[src/sv/lpct_pkg.sv]
// Shared types, codes and hash stages of the linear probe count table.
package lpct_pkg;

  localparam int SLOTS = 1024;
  localparam int IDX_W = $clog2(SLOTS);
  localparam int POS_W = IDX_W + 1;
  localparam int KEY_W = 64;
  localparam int VAL_W = 31;
  localparam int TOT_W = 11;

  localparam logic [2:0] K_INC = 3'd0;
  localparam logic [2:0] K_INS = 3'd1;
  localparam logic [2:0] K_LKP = 3'd2;
  localparam logic [2:0] K_RST = 3'd3;
  localparam logic [2:0] K_NXT = 3'd4;

  localparam logic [1:0] ST_OK   = 2'd0;
  localparam logic [1:0] ST_FULL = 2'd1;
  localparam logic [1:0] ST_END  = 2'd2;

  localparam logic [VAL_W-1:0] VAL_MAX = {VAL_W{1'b1}};
  localparam logic [TOT_W-1:0] TOT_MAX = {TOT_W{1'b1}};

  typedef struct packed {
    logic [2:0]       kind;
    logic [KEY_W-1:0] key;
    logic [VAL_W-1:0] new_value;
    logic [IDX_W-1:0] home;
  } work_t;

  function automatic logic [63:0] hash_a(input logic [63:0] x);
    logic [63:0] a, b;
    a = x ^ (x >> 14);
    b = (~a) + (a << 18);
    return b ^ (b >> 31);
  endfunction

  function automatic logic [63:0] hash_b(input logic [63:0] x);
    return (x << 4) + (x << 2) + x;
  endfunction

  function automatic logic [IDX_W-1:0] hash_c(input logic [63:0] x);
    logic [63:0] a, b, c;
    a = x ^ (x >> 11);
    b = a + (a << 6);
    c = b ^ (b >> 22);
    return c[IDX_W-1:0];
  endfunction

endpackage

[src/sv/lpct_front.sv]
// Front end: three-stage hash pipeline that tags each request with its home slot.
module lpct_front (
  input  logic                clk,
  input  logic                rst,
  input  logic                in_valid,
  output logic                in_ready,
  input  logic [2:0]          in_kind,
  input  logic [63:0]         in_key,
  input  logic [30:0]         in_new_value,
  output logic                out_valid,
  input  logic                out_ready,
  output lpct_pkg::work_t     out_data
);
  logic        v1, v2, v3;
  logic [2:0]  k1, k2, k3;
  logic [63:0] key1, key2, key3;
  logic [30:0] nv1, nv2, nv3;
  logic [63:0] h1, h2;
  logic [lpct_pkg::IDX_W-1:0] h3;
  logic        mv1, mv2, mv3;

  assign mv3 = !v3 || out_ready;
  assign mv2 = !v2 || mv3;
  assign mv1 = !v1 || mv2;
  assign in_ready = mv1;

  always_ff @(posedge clk) begin
    if (rst) begin
      v1 <= 1'b0;
      v2 <= 1'b0;
      v3 <= 1'b0;
    end else begin
      if (mv1) v1 <= in_valid;
      if (mv2) v2 <= v1;
      if (mv3) v3 <= v2;
    end
  end

  always_ff @(posedge clk) begin
    if (mv1) begin
      k1 <= in_kind; key1 <= in_key; nv1 <= in_new_value;
      h1 <= lpct_pkg::hash_a(in_key);
    end
    if (mv2) begin
      k2 <= k1; key2 <= key1; nv2 <= nv1;
      h2 <= lpct_pkg::hash_b(h1);
    end
    if (mv3) begin
      k3 <= k2; key3 <= key2; nv3 <= nv2;
      h3 <= lpct_pkg::hash_c(h2);
    end
  end

  assign out_valid = v3;
  assign out_data  = '{kind: k3, key: key3, new_value: nv3, home: h3};
endmodule

[config.mk]
export PLATFORM = sky130hd
export DESIGN_NAME = lpct_front
export DESIGN_NICKNAME = d
export VERILOG_FILES = /design/src/sv/lpct_pkg.sv /design/src/sv/lpct_front.sv
export SDC_FILE = /design/constraint.sdc
export NUM_CORES = 1
export LEC_CHECK = 0
export ABC_CLOCK_PERIOD_IN_PS = 7300
export BUFFER_PORTS_ARGS = -buffer_cell sky130_fd_sc_hd__clkbuf_2
export CAP_MARGIN = 10
export CORE_ASPECT_RATIO = 1.4
export CORE_UTILIZATION = 35
export CTS_CLUSTER_SIZE = 10
export DETAILED_ROUTE_END_ITERATION = 8
export SLEW_MARGIN = 20
export SYNTH_ARGS = -nofsm -noshare
export SYNTH_HDL_FRONTEND = slang
export SYNTH_SLANG_ARGS = --single-unit
[constraint.sdc]
create_clock -name clk -period 7.3 [get_ports clk]
set_clock_uncertainty 0.15 [all_clocks]
set_input_delay 1.46 -clock clk [delete_from_list [all_inputs] [get_ports clk]]
set_output_delay 1.46 -clock clk [all_outputs]
set_load 0.03 [all_outputs]
Word level (Yosys, flattened, before mapping)
Index checks and enable logic that the tools add are counted.
- reduce and logical (&&, ||, !) cells: 6
- bitwise operators: 5
- add/sub/neg operators: 4
- operators with widths (kind ; number):
    $add A43 B43 Y43 ; 2
    $add A64 B64 Y64 ; 1
    $not A64 Y64 ; 1
    $xor A64 B50 Y64 ; 1
    $xor A43 B33 Y43 ; 1
    $add A32 B32 Y32 ; 1
    $xor A32 B32 Y32 ; 1
    $xor A10 B10 Y10 ; 1
    $logic_not A1 Y1 ; 3
    $logic_or A1 B1 Y1 ; 3
- input bits: 102
- flip-flop bits (word level): 393
- output and inout port bits: 110
- logic and storage cells: 30

Longest topological paths before layout
- depth after elaboration: 4
- depth in mapped cells: 12
- gate-level depth less buffers: 12

Worst setup path after synthesis
No wires, ideal clock.
- path kind: input to output
- start point: input out_ready
- end point: output in_ready
- buffers on the path: 0
- slack: 848 ps
- data required time: 5690 ps
- arrival: 4842 ps
- stages on the path: 3
- cells stage by stage: nor2b_1 and2_1 nand2_1
- longest elaborated chain between the ends: 3
- ends and longest elaborated chain (element ; RTL line ; source):
    start: declaration ; lpct_front.sv:11 ; input logic out_ready,
    $logic_or A1 B1 Y1 ; lpct_front.sv:22 ; assign mv3 = !v3 || out_ready;
    $logic_or A1 B1 Y1 ; lpct_front.sv:23 ; assign mv2 = !v2 || mv3;
    $logic_or A1 B1 Y1 ; lpct_front.sv:24 ; assign mv1 = !v1 || mv2;
    end: declaration ; lpct_front.sv:6 ; output logic in_ready,
No other way between the ends.

Worst setup path after layout
- start point: input in_key[18]
- end point: register h1[32] (data pin)
- longest elaborated chain between the ends: 4
- ends and longest elaborated chain (element ; RTL line ; source):
    start: declaration ; lpct_front.sv:8 ; input logic [63:0] in_key,
    $xor A64 B50 Y64 (*) ; lpct_pkg.sv:33 ; a = x ^ (x >> 14);
    $not A64 Y64 ; lpct_pkg.sv:34 ; b = (~a) + (a << 18);
    $add A64 B64 Y64 (*) ; lpct_pkg.sv:34 ;
    $xor A43 B33 Y43 (*) ; lpct_pkg.sv:35 ; return b ^ (b >> 31);
    end signal: assignment ; lpct_front.sv:42 ; h1 <= lpct_pkg::hash_a(in_key);
    end: declaration ; lpct_front.sv:18 ; logic [63:0] h1, h2;
Mark *: on every way between the ends. The rest lies on a longest branch, timed or not.
A chain may end at the register's enable or synchronous reset.

==> impl_metrics.json <==
{
  "ys_top_cells_by_count": "390 x edfxtp_1, 122 x xnor2_1, 107 x ha_1, 99 x a21oi_1, 92 x xor2_1",
  "synthXorXnorAreaFrac": 0.104,
  "instances_no_fill": 2382,
  "dieArea_sq_um": 56900,
  "slowest_stage": "a221oi_1",
  "port-buffer-count": 211,
  "finalWeightedCongestion": 0.939,
  "rsz0062_at_grt": "false",
  "fin_util": 0.412,
  "placed_cells": 2318,
  "setup_viol": 0,
  "antenna_left": 0,
  "synthSimpleGateAreaFrac": 0.0582,
  "routedWlPerCell_microns": 21.4,
  "drt-initial-drc-count": 540,
  "finalCritPeriodShare": 0.648,
  "grt_overflow": 0,
  "clock-sinks": 393,
  "synth_fa_ha_area_frac": 0.111,
  "netlist.area_leader.share": 0.598,
  "post_cts_resized": 0,
  "ff2ff_setup_slack_ns": 2.79,
  "cts_max_level": 2,
  "cts.clk_slew.worst_paths_ns": 0.06,
  "ctsHoldBuffers": 0,
  "critPathCaptureType": "flip-flop",
  "tightest_slew_ns": 0.949,
  "setup_slack_ns": 2.57,
  "startpoint": "in_key[18]",
  "dpl.hpwl_microns": 40200,
  "syn_nets": 1649,
  "status": "finished clean",
  "io_pins": 212,
  "syn2layout_area_growth_pct": 16.4,
  "clockBufferDepth": 3,
  "synth_most_common_cell": "edfxtp_1",
  "min-delay-path-class": "flip-flop to flip-flop",
  "ys_ff_latch": 393,
  "synthTopCellsByArea": "edfxtp_1 60%, ha_1 6.8%, xnor2_1 5.5%, fa_1 4.2%, xor2_1 4.1%",
  "clock_latency_ns": 0.59,
  "synthCells": 1399,
  "criticalPathCategory": "input pin to flip-flop",
  "crit-reg2reg-launch": "h1[1]",
  "muxShareOfSynthArea": 0.00102,
  "grt_max_degree": 95,
  "rows": 102,
  "cts_tree": "done",
  "hold_viol_final": 0,
  "final_nets": 1887,
  "fmax_mhz": 211,
  "antenna_found_initial": 1,
  "r2r_cells": 11,
  "dp_slack_ns": 2.04,
  "cts_setup_buffers": 0,
  "wirelength_microns": 51000,
  "holdCritStartpoint": "nv2[14]",
  "dr.pass1.iters": 5,
  "synth_top_family_by_area": "adder cells",
  "vias": 12000,
  "grt_usage": 0.180,
  "cpPeakStageDelay_ns": 0.55,
  "cts_buffers": 45,
  "crit_path_start_kind": "input pin",
  "core_area_sq_um": 55300,
  "critPathRequiredTime_ns": 7.46,
  "drive_above_1_share": 0.171,
  "grt_pass1_vias": 12400,
  "drv_cap": 0,
  "period_needed_ns": 4.73,
  "r2r-end": "h2[37]",
  "ys_warn_count": 0,
  "grt_first_pass_wirelength_microns": 75900,
  "route.detailed.drc": 0,
  "initial_core_util": 0.354,
  "finalSetupTns_ns": 0,
  "crit_fanout": 4,
  "yosysSeqAreaShare": 0.601,
  "postSynth.asyncResetShare": 0,
  "viasPerCell": 5.04,
  "cp.arrival_ns": 4.89,
  "root_buffer": "clkbuf_16",
  "worstSetupEndpoint": "h1[32]",
  "synth.avg_cell_area_sq_um": 14.0,
  "cp_cell_sequence": "clkbuf_2 -> xor2_1 -> inv_1 -> ha_1 -> fa_1 -> a21o_1 -> a221oi_1 -> o31a_1 -> o21ai_0 -> a21oi_1 -> xnor3_1 -> mux2i_1 -> o311ai_1",
  "synth_flop_cell": "edfxtp_1",
  "die_w_microns": 202,
  "synth-compound-area-share": 0.110,
  "fp.dieH_microns": 282,
  "slew_headroom": 0.368,
  "yosys.cell_types.count": 71,
  "synth_area_leader_cell": "edfxtp_1",
  "synth_edf_count": 390,
  "syn_area_sq_um": 19600,
  "slew_viol_final": 0
}
==> critical path: cells and delay by family <==
kind / cells / cell delay (ns)
multiplexers: 1 / 0.17
adder cells (fa/ha/maj): 2 / 0.65
buffers and inverters: 2 / 0.23
XOR/XNOR: 2 / 0.78
AO/OA/AOI/OAI: 6 / 1.59
==> cells in the final DEF (no fill, tap or decap), drive strengths merged, types with 6 or more instances in the layout <==
master   count
edfxtp     390
clkbuf     270
xnor2      125
ha         107
a21oi       99
xor2        96
nand2       65
inv         53
a21o        51
o21ai       49
nor2        48
fa          41
nor3        19
a31oi       16
and3        15
a211oi      15
nand4       13
nand3       12
o21a        12
o211ai      11
o21bai      11
nand2b      11
o31ai       11
nor2b        8
and2         8
a2111oi      8
or3          6
==> per-stage QoR <==
step / hold slack [ns] / cell area (sq um)
6_report: 0.263 / 22800
5_1_grt: 0.268 / 22800
4_1_cts: 0.263 / 22800
3_5_place_dp: 0.255 / 21500
3_3_place_gp: 0.251 / 21500
2_1_floorplan: 0.250 / 19600
==> final cells by class <==
class                           count  area (sq um)
Sequential cell                   393         11800
Inverter                           52           203
Antenna cell                        1          2.50
Clock buffer                       59          1200
Tap cell                          728           911
Multi-Input combinational cell    929          7530
Timing Repair Buffer              216          1090
Clock inverter                      4          83.8
Fill cell                        5133         32500
==> metal layers <==
layer	track usage	wire length, microns	part of all wire
met4	0.105	2880	0.056
met2	0.345	28000	0.55
met5	0	0	0
met1	0.185	18500	0.36
met3	0.0229	1720	0.034
==> cells by family (layout without fill, tap and decap cells) <==
| logic type | after synthesis | count (layout) |
|---|---|---|
| flops | 393 | 393 |
| compound gates | 326 | 326 |
| simple gates | 228 | 228 |
| xor+xnor | 223 | 223 |
| fa+ha+maj | 150 | 150 |
| buf+inv | 77 | 331 |
| mux | 2 | 2 |
| other cells | 0 | 1 |
==> registers in the layout (all words and copies together) (netlist names) <==
name / count
key1: 64
key2: 64
key3: 64
h1: 43
h2: 43
nv1: 31
nv2: 31
nv3: 31
h3: 10
k1: 3
k2: 3
k3: 3
out_valid: 1
v1: 1
v2: 1
==> worst min path at each step <==
stage / endpoint / slack (ns) / depth (start not counted)
6_report: nv3[14] / 0.26 / 0
5_1_grt: key3[23] / 0.27 / 0
4_1_cts: key2[20] / 0.26 / 0
3_5_place_dp: key2[12] / 0.25 / 0
3_3_place_gp: nv2[25] / 0.25 / 0
2_1_floorplan: k2[0] / 0.25 / 0
Power is left out: the tool's default activity adds up to more than one toggle a clock period on the data nets, which glitch-free logic cannot reach.
