$ cat config.mk
export PLATFORM = sky130hd
export DESIGN_NAME = lpct_fifo
export DESIGN_NICKNAME = d
export VERILOG_FILES = /design/src/sv/lpct_pkg.sv /design/src/sv/lpct_fifo.sv
export SDC_FILE = /design/constraint.sdc
export NUM_CORES = 1
export LEC_CHECK = 0
export BUFFER_PORTS_ARGS = -buffer_cell sky130_fd_sc_hd__buf_2
export CORE_ASPECT_RATIO = 1.75
export CORE_UTILIZATION = 35
export CTS_BUF_LIST = sky130_fd_sc_hd__clkbuf_8
export CTS_CLUSTER_DIAMETER = 30
export DETAILED_ROUTE_END_ITERATION = 8
export PLACE_DENSITY = 0.52
export SLEW_MARGIN = 20
export SYNTH_ARGS = -nofsm -noshare
export SYNTH_HDL_FRONTEND = slang
export SYNTH_SLANG_ARGS = --single-unit
$ cat constraint.sdc
create_clock -name clk -period 3.6 [get_ports clk]
set_input_delay 0.18 -clock clk [delete_from_list [all_inputs] [get_ports clk]]
set_output_delay 0.18 -clock clk [all_outputs]
set_load 0.05 [all_outputs]
$ cat src/sv/lpct_pkg.sv
// Shared types, codes and hash stages of the linear probe count table.
package lpct_pkg;

  localparam int SLOTS = 1024;
  localparam int IDX_W = $clog2(SLOTS);
  localparam int POS_W = IDX_W + 1;
  localparam int KEY_W = 64;
  localparam int VAL_W = 31;
  localparam int TOT_W = 11;

  localparam logic [2:0] K_INC = 3'd0;
  localparam logic [2:0] K_INS = 3'd1;
  localparam logic [2:0] K_LKP = 3'd2;
  localparam logic [2:0] K_RST = 3'd3;
  localparam logic [2:0] K_NXT = 3'd4;

  localparam logic [1:0] ST_OK   = 2'd0;
  localparam logic [1:0] ST_FULL = 2'd1;
  localparam logic [1:0] ST_END  = 2'd2;

  localparam logic [VAL_W-1:0] VAL_MAX = {VAL_W{1'b1}};
  localparam logic [TOT_W-1:0] TOT_MAX = {TOT_W{1'b1}};

  typedef struct packed {
    logic [2:0]       kind;
    logic [KEY_W-1:0] key;
    logic [VAL_W-1:0] new_value;
    logic [IDX_W-1:0] home;
  } work_t;

  function automatic logic [63:0] hash_a(input logic [63:0] x);
    logic [63:0] a, b;
    a = x ^ (x >> 14);
    b = (~a) + (a << 18);
    return b ^ (b >> 31);
  endfunction

  function automatic logic [63:0] hash_b(input logic [63:0] x);
    return (x << 4) + (x << 2) + x;
  endfunction

  function automatic logic [IDX_W-1:0] hash_c(input logic [63:0] x);
    logic [63:0] a, b, c;
    a = x ^ (x >> 11);
    b = a + (a << 6);
    c = b ^ (b >> 22);
    return c[IDX_W-1:0];
  endfunction

endpackage

$ cat src/sv/lpct_fifo.sv
// Four-entry queue between front end and back end.
module lpct_fifo (
  input  logic            clk,
  input  logic            rst,
  input  logic            push_valid,
  output logic            push_ready,
  input  lpct_pkg::work_t push_data,
  output logic            pop_valid,
  input  logic            pop_ready,
  output lpct_pkg::work_t pop_data
);
  lpct_pkg::work_t mem [4];
  logic [1:0] wp, rp;
  logic [2:0] cnt;
  logic       do_push, do_pop;

  assign push_ready = cnt != 3'd4;
  assign pop_valid  = cnt != 3'd0;
  assign do_push    = push_valid && push_ready;
  assign do_pop     = pop_valid && pop_ready;
  assign pop_data   = mem[rp];

  always_ff @(posedge clk) begin
    if (rst) begin
      wp <= '0; rp <= '0; cnt <= '0;
    end else begin
      if (do_push) wp <= wp + 2'd1;
      if (do_pop) rp <= rp + 2'd1;
      cnt <= cnt + {2'd0, do_push} - {2'd0, do_pop};
    end
  end

  always_ff @(posedge clk) begin
    if (do_push) mem[wp] <= push_data;
  end
endmodule

* Yosys cells after proc, flatten, opt, wreduce, memory -nomap -nowiden *
Memory sizes are Yosys's and may differ from the RTL's. A register that Yosys moved wholly into a read port is not among the register bits.
Cells that the tools add are included.

cells by class
  reductions and logical operators = 3
  equality and inequality tests = 1
  $add $sub $neg = 4
  multiplexer cells = 4

operators with widths
  operator                                                        count
  2-bit by 1-bit adder with 2-bit output (second input constant)  2
  2-bit 2-to-1 mux                                                2
  3-bit by 1-bit adder with 3-bit output                          1
  3-bit != test (second input constant)                           1
  3-bit nonzero test                                              1
  3-bit by 1-bit subtractor with 3-bit output                     1
  1-bit logical AND                                               2
  1-bit 2-to-1 mux                                                2

storage, ports and cells
  output and inout port bits = 110
  logic and storage cells = 16
  register bits after elaboration = 7
  memories = 1
  memory bits (writable) = 432
  input port bits = 112

memory list
  name  words  width  read ports  clocked after memory_dff  wr ports  line             text
  mem   4      108    1           1                         1         lpct_fifo.sv:12  lpct_pkg::work_t mem [4];

* Longest topological paths before layout *
Gate-level depths: netlist of run 1.

  word-level depth = 4
  depth in mapped cells = 11
  mapped depth without buffers = 11

* Worst setup path before layout of run 1 *
Ideal clock, no wire load.

  path kind = reg-to-reg
  start = reg cnt[1]
  end = mem mem[2][0] (netlist bit) (enable)
  cell stages (with the launch flop) = 4
  data arrival time = 3.389 ns
  buffers on the path = 0
  setup time = 0.479 ns
  required time = 3.121 ns
  path slack = -0.269 ns
  period minus slack after synthesis = 3.869 ns
  cells stage by stage = dfxtp_1 -> nor2_1 -> a21boi_1 -> and2_1

between the ends
  longest elaborated chain between the ends = 4

ends and longest elaborated chain
  item                                    line             text
  start, declared                         lpct_fifo.sv:14  logic [2:0] cnt;
  start signal, assigned                  lpct_fifo.sv:29  cnt <= cnt + {2'd0, do_push} - {2'd0, do_pop};
  3-bit != test                           lpct_fifo.sv:17  assign push_ready = cnt != 3'd4;
  1-bit logical AND                       lpct_fifo.sv:19  assign do_push = push_valid && push_ready;
  1-bit 2-to-1 mux                        lpct_fifo.sv:34  if (do_push) mem[wp] <= push_data;
  1-bit 2-to-1 mux (not written as such)  lpct_fifo.sv:34
  end, declared                           lpct_fifo.sv:12

Every way passes these cells.

==> flow_summary.ini, run 1 <==
[drt]
route.met3.wl_mm = 1.96
ant_nets = 0
drc_errors = 0
vias = 7754
vias_per_cell = 4.70
route.met2.wl_mm = 18.3
first_pass_iters = 6
wire_per_inst_um = 20.3
dr.max_layer_used = met5
drt_iter0_drc = 440
wl_met1_mm = 12.5
finalWirelength_mm = 33.6

[timing]
slew_headroom_pct = 60.1
final.min_clock_period_ps = 2670
rsz0062_at_grt = false
final.period_utilization_pct = 74.2
fin_setup_tns_ps = 0
worst_pin_slew_ps = 598
skew_ps = 18.1
setup_violations = 0
fmax_ghz = 0.374
whs_ps = 75.9
hold_viol = 0
slew_violations = 0

[synthesis]
syn_inst = 613
syn_area_um2 = 16000
seq_area_frac_synth_pct = 82.2
yosysWarnings = 0
synth.distinct_cells = 24
synth_nets = 732
async_flop_share_pct = 0
synth_edf_count = 432
avgSynthCellArea_um2 = 26.1
ys.flop_type = edfxtp_1
ys_ff_latch = 441

[cells_and_area]
layout-drive-gt1-share_pct = 42.1
utilization_pct = 45.3
area_growth_pct = 27.6
fin_nets = 1134

[floorplanning]
dieWidth_um = 164
rows = 103
design.core.area_um2 = 45100
start_util_pct = 35.5
die-area_um2 = 46600
io_pins = 222
die_y_um = 285

[job]
timing.max_cap.violations = 0

[grt]
grt_remaining_overflow = 0
grt_pass1_vias = 8841
track_usage_pct = 14.9
antenna_found_initial = 8
grt_pass1_wl_mm = 50.7
grt_max_degree = 65

[worst_hold_path]
hp-start = push_valid
hold_depth = 3
hp-class = in -> reg
min_to = wp[1]

[power]
clkPwrFrac_pct = 25.9
p_seq_share_pct = 41.9
pwr-share-comb_pct = 32.2
vdd_drop_max_mv = 0.495
power.switching_mw = 5.61
internal_power_mw = 9.97
pwr_density_cell_nw_per_um2 = 763
leakage_nw = 6.97
power_switching_share_pct = 36.0

[clock_network]
clk_pin_slew_worst_paths_ps = 60
cts_tree = done
cts.path.max_buffers = 3
htreeDepth = 3
cts_buffers = 73
cts_root_buf = clkbuf_8
postCtsResizedCells = 0
clock_latency_ps = 600
cts.sinks = 441

[outcome]
status = complete, no violations

[placement]
hpwlAfterDp_mm = 20.5
gp_congestion = 0.695
portBuffers = 221

[critical_path]
crit_required_ps = 3420
start_kind = flop
critPathCaptureType = output port
critPathKind = reg -> out
worstReg2RegEnd = cnt[2]
cp_slowest_cell = dfxtp_4
path_cells = buf_4, mux4_2, buf_2
cpPeakStageDelay_ps = 730
r2r-start = cnt[1]
cp.arrival_ps = 2490
ff2ff_setup_slack_ps = 1050
rr_worst_depth = 11
crit_fanout = 28
-- power by group through the flow --
stage	combinational (mW)	clock [mW]	sequential, mW
finish	5.02	4.04	6.53
global route	5.31	4.40	6.60
CTS	5.16	4.20	6.56
detailed placement	5.03	0	6.66
global placement	5.05	0	6.63
floorplan	3.85	0	6.51
-- cell families after synthesis --
| family | synth area share (%) |
|---|---|
| XOR/XNOR | 0.164 |
| buffers and inverters | 1.01 |
| multiplexers | 15.3 |
| flip-flops | 82.2 |
| adder cells (fa/ha/maj) | 0.594 |
| AND/OR/NAND/NOR | 0.594 |
| AO/OA/AOI/OAI | 0.156 |
-- stage by stage --
stage / instance area, µm² / total power [mW] / cells / setup WS [ps]
after detailed placement: 17900 / 11.7 / 1406 / 1040
after global placement: 17900 / 11.7 / 1406 / 1020
final: 20400 / 15.6 / 1651 / 927
after global routing: 20400 / 16.3 / 1649 / 720
after CTS: 20400 / 15.9 / 1647 / 746
after floorplan: 16000 / 10.4 / 613 / 912
-- cells in the final DEF (no fill, tap or decap), types with 8 or more instances in the layout --
cell type / count
buf_2: 221
buf_4: 13
clkbuf_8: 75
clkinv_1: 12
dlygate4sd3_1: 111
edfxtp_1: 432
inv_1: 28
mux4_2: 108
nor2_1: 8
-- worst max path at each step --
stage                 from  slack, ps           end
finish                flop        930  pop_data[82]
CTS                   flop        750  pop_data[77]
floorplan           cnt[1]        910     mem[0][0]
global placement    cnt[1]       1020        cnt[2]
global route          flop        720  pop_data[81]
detailed placement  cnt[1]       1040        cnt[2]
-- synth_stat cells (2+ instances only) --
cell      number  share of area, %
inv_1          5              0.12
nor2_1         8              0.19
and2_1         5              0.20
buf_6          3              0.21
ha_1           6              0.47
dfxtp_1        9               1.1
xor2_1         2              0.11
edfxtp_1     432                81
mux4_2       108                15
nand2b_1       2             0.078
clkbuf_1       9              0.21
buf_2         12              0.38
-- state kept, by name, indices dropped and copies added, names as in the netlist, named ones only --
signal and cells:
cnt 3, mem 432, rp 2, wp 2
-- cell type report --
class	count	area [µm²]
clock inverter	55	328
fill	3932	24700
multi-input combinational	142	2710
clock buffer	75	1030
antenna	4	10.0
sequential	441	13200
timing repair buffer	352	2450
tap	577	722
inverter	5	18.8
-- what timing repair did --
item | in CTS | in global routing
setup endpoints to repair | 0 | 0
buffers inserted | 0 | 0
hold buffers | 111 | 0
hold endpoints to repair | 441 | 0
-- worst max-delay path: cells and delay by family (launching register included) --
| family | cells | cell delay (ps) |
|---|---|---|
| flip-flops | 1 | 730 |
| multiplexers | 1 | 580 |
| buffers and inverters | 2 | 580 |
-- metal layers --
metal,up-vias,global-route usage (%)
met4,8,6.97
met2,228,26.4
li1,3465,-
met3,60,4.31
met5,-,0
met1,3993,16.1
No activity file was read; power rests on OpenSTA's default activity.
==> inputs of run 2 (changes only) <==
clock period = 2.1 ns   (was 3.6 ns; I/O delays follow)
==> flow_summary.ini, run 2 (synthesis gave the netlist of run 1 again) <==
[clock_network]
cts.path.max_buffers = 3
cts_tree = done
clock_latency_ps = 600
cts.sinks = 441
clk_pin_slew_worst_paths_ps = 60
cts_root_buf = clkbuf_8
htreeDepth = 3
cts_buffers = 70

[placement]
pre_cts_slack_ps = 43.1
portBuffers = 221
gp_congestion = 0.711
hpwlAfterDp_mm = 20.5

[drt]
vias_per_cell = 4.74
drc_errors = 0
ant_nets = 0
first_pass_iters = 6
wire_per_inst_um = 21.5
finalWirelength_mm = 35.8
vias = 7921
drt_iter0_drc = 464

[timing]
fmax_ghz = 0.455
rsz0062_at_grt = true
hold_viol = 0
timing.final.ws_setup_ps = -97.2
worst_pin_slew_ps = 514
fin_setup_tns_ps = -4840
slew_headroom_pct = 65.3
slew_violations = 0
whs_ps = 154
final.min_clock_period_ps = 2200
final.period_utilization_pct = 105
setup_violations = 96
skew_ps = 19.3

[cells_and_area]
fillers = 3773
final_cell_mix = edfxtp_1, buf_2, dlygate4sd3_1
regMostFlops = mem
fin_nets = 1164
top_regs = mem: 432 flops, cnt: 3 flops
largest_register_ffs = 432
area_growth_pct = 36.3
layout-drive-gt1-share_pct = 44.2
final_common_cell = edfxtp_1

[critical_path]
crit_fanout = 8
critPathKind = reg -> out
critPathCaptureType = output port
start_kind = flop
crit_required_ps = 2000
cp.arrival_ps = 2090

[floorplanning]
start_util_pct = 35.5
io_pins = 222
die-area_um2 = 46600
rows = 103
design.core.area_um2 = 45100
die_y_um = 285
dieWidth_um = 164

[grt]
grt_pass1_wl_mm = 52.6
grt_pass1_vias = 8805
track_usage_pct = 15.5
grt_remaining_overflow = 0
antenna_found_initial = 5
grt_max_degree = 46

[power]
internal_power_mw = 19.4
power_switching_share_pct = 34.4
power.switching_mw = 10.2
leakage_nw = 7.48
vdd_drop_max_mv = 0.849
clkPwrFrac_pct = 24.2
p_seq_share_pct = 37.4
pwr_density_cell_nw_per_um2 = 1350
pwr-share-comb_pct = 38.4

[job]
timing.max_cap.violations = 0

[outcome]
violations = negative setup slack
status = complete, but fails checks

[worst_hold_path]
hp-class = in -> reg
## run 2: timing repair
item / in CTS / in global routing
cloned: 8 / 3
setup endpoints to repair: 108 / 109
buffers inserted: 10 / 4
hold buffers: 110 / 0
pin swaps: 0 / 3
resized for setup: 232 / 8
endpoints found under the hold margin: 441 / 0
## run 2: power by group through the flow
stage / clock, mW / sequential [mW] / combinational (mW)
floorplan: 0 / 11.1 / 6.61
detailed placement: 0 / 11.3 / 8.95
CTS: 7.40 / 11.1 / 11.4
global route: 7.75 / 11.1 / 11.9
global placement: 0 / 11.2 / 8.93
finish: 7.16 / 11.0 / 11.3
## run 2: per-layer routing
layer / share of wire, % / GRT usage (%)
met4: 2.5 / 6.11
met2: 55 / 28.1
met5: 0.12 / 0
met3: 5.0 / 3.65
met1: 38 / 17.4
## run 2: worst max-delay path, stage by stage (launching register included)
cell	delay, ps
dfxtp_4	370
buf_12	130
buf_8	130
buf_16	150
mux4_2	540
buf_6	180
## run 2: final cells by class
type / instances / area [µm²] / area share, %
Inverter: 5 / 18.8 / 0.0860
Tap cell: 577 / 722 / 3.31
Timing Repair Buffer: 385 / 3850 / 17.6
Clock buffer: 70 / 963 / 4.42
Sequential cell: 441 / 13200 / 60.3
Multi-Input combinational cell: 142 / 2710 / 12.4
Antenna cell: 1 / 2.50 / 0.0115
Clock inverter: 50 / 384 / 1.76
## run 2: worst paths after layout
kind / start / endpoint / slack (ps) / depth (start not counted)
setup / recovery: flop / pop_data[19] / -100 / 5
hold / removal: push_valid / wp[1] / 150 / 5
setup reg to reg: cnt[0] / cnt[2] / 90 / 9
hold reg to reg: wp[1] / wp[1] / 520 / 2
## run 2: stage by stage
| step | instances | power, mW | utilization [%] | instance area [µm²] |
|---|---|---|---|---|
| finish | 1671 | 29.6 | 48.4 | 21800 |
| global route | 1671 | 30.8 | 48.4 | 21800 |
| CTS | 1665 | 29.9 | 48.2 | 21700 |
| detailed placement | 1417 | 20.2 | 40.4 | 18200 |
| global placement | 1417 | 20.2 | 40.4 | 18200 |
| floorplan | 613 | 17.8 | - | 16000 |
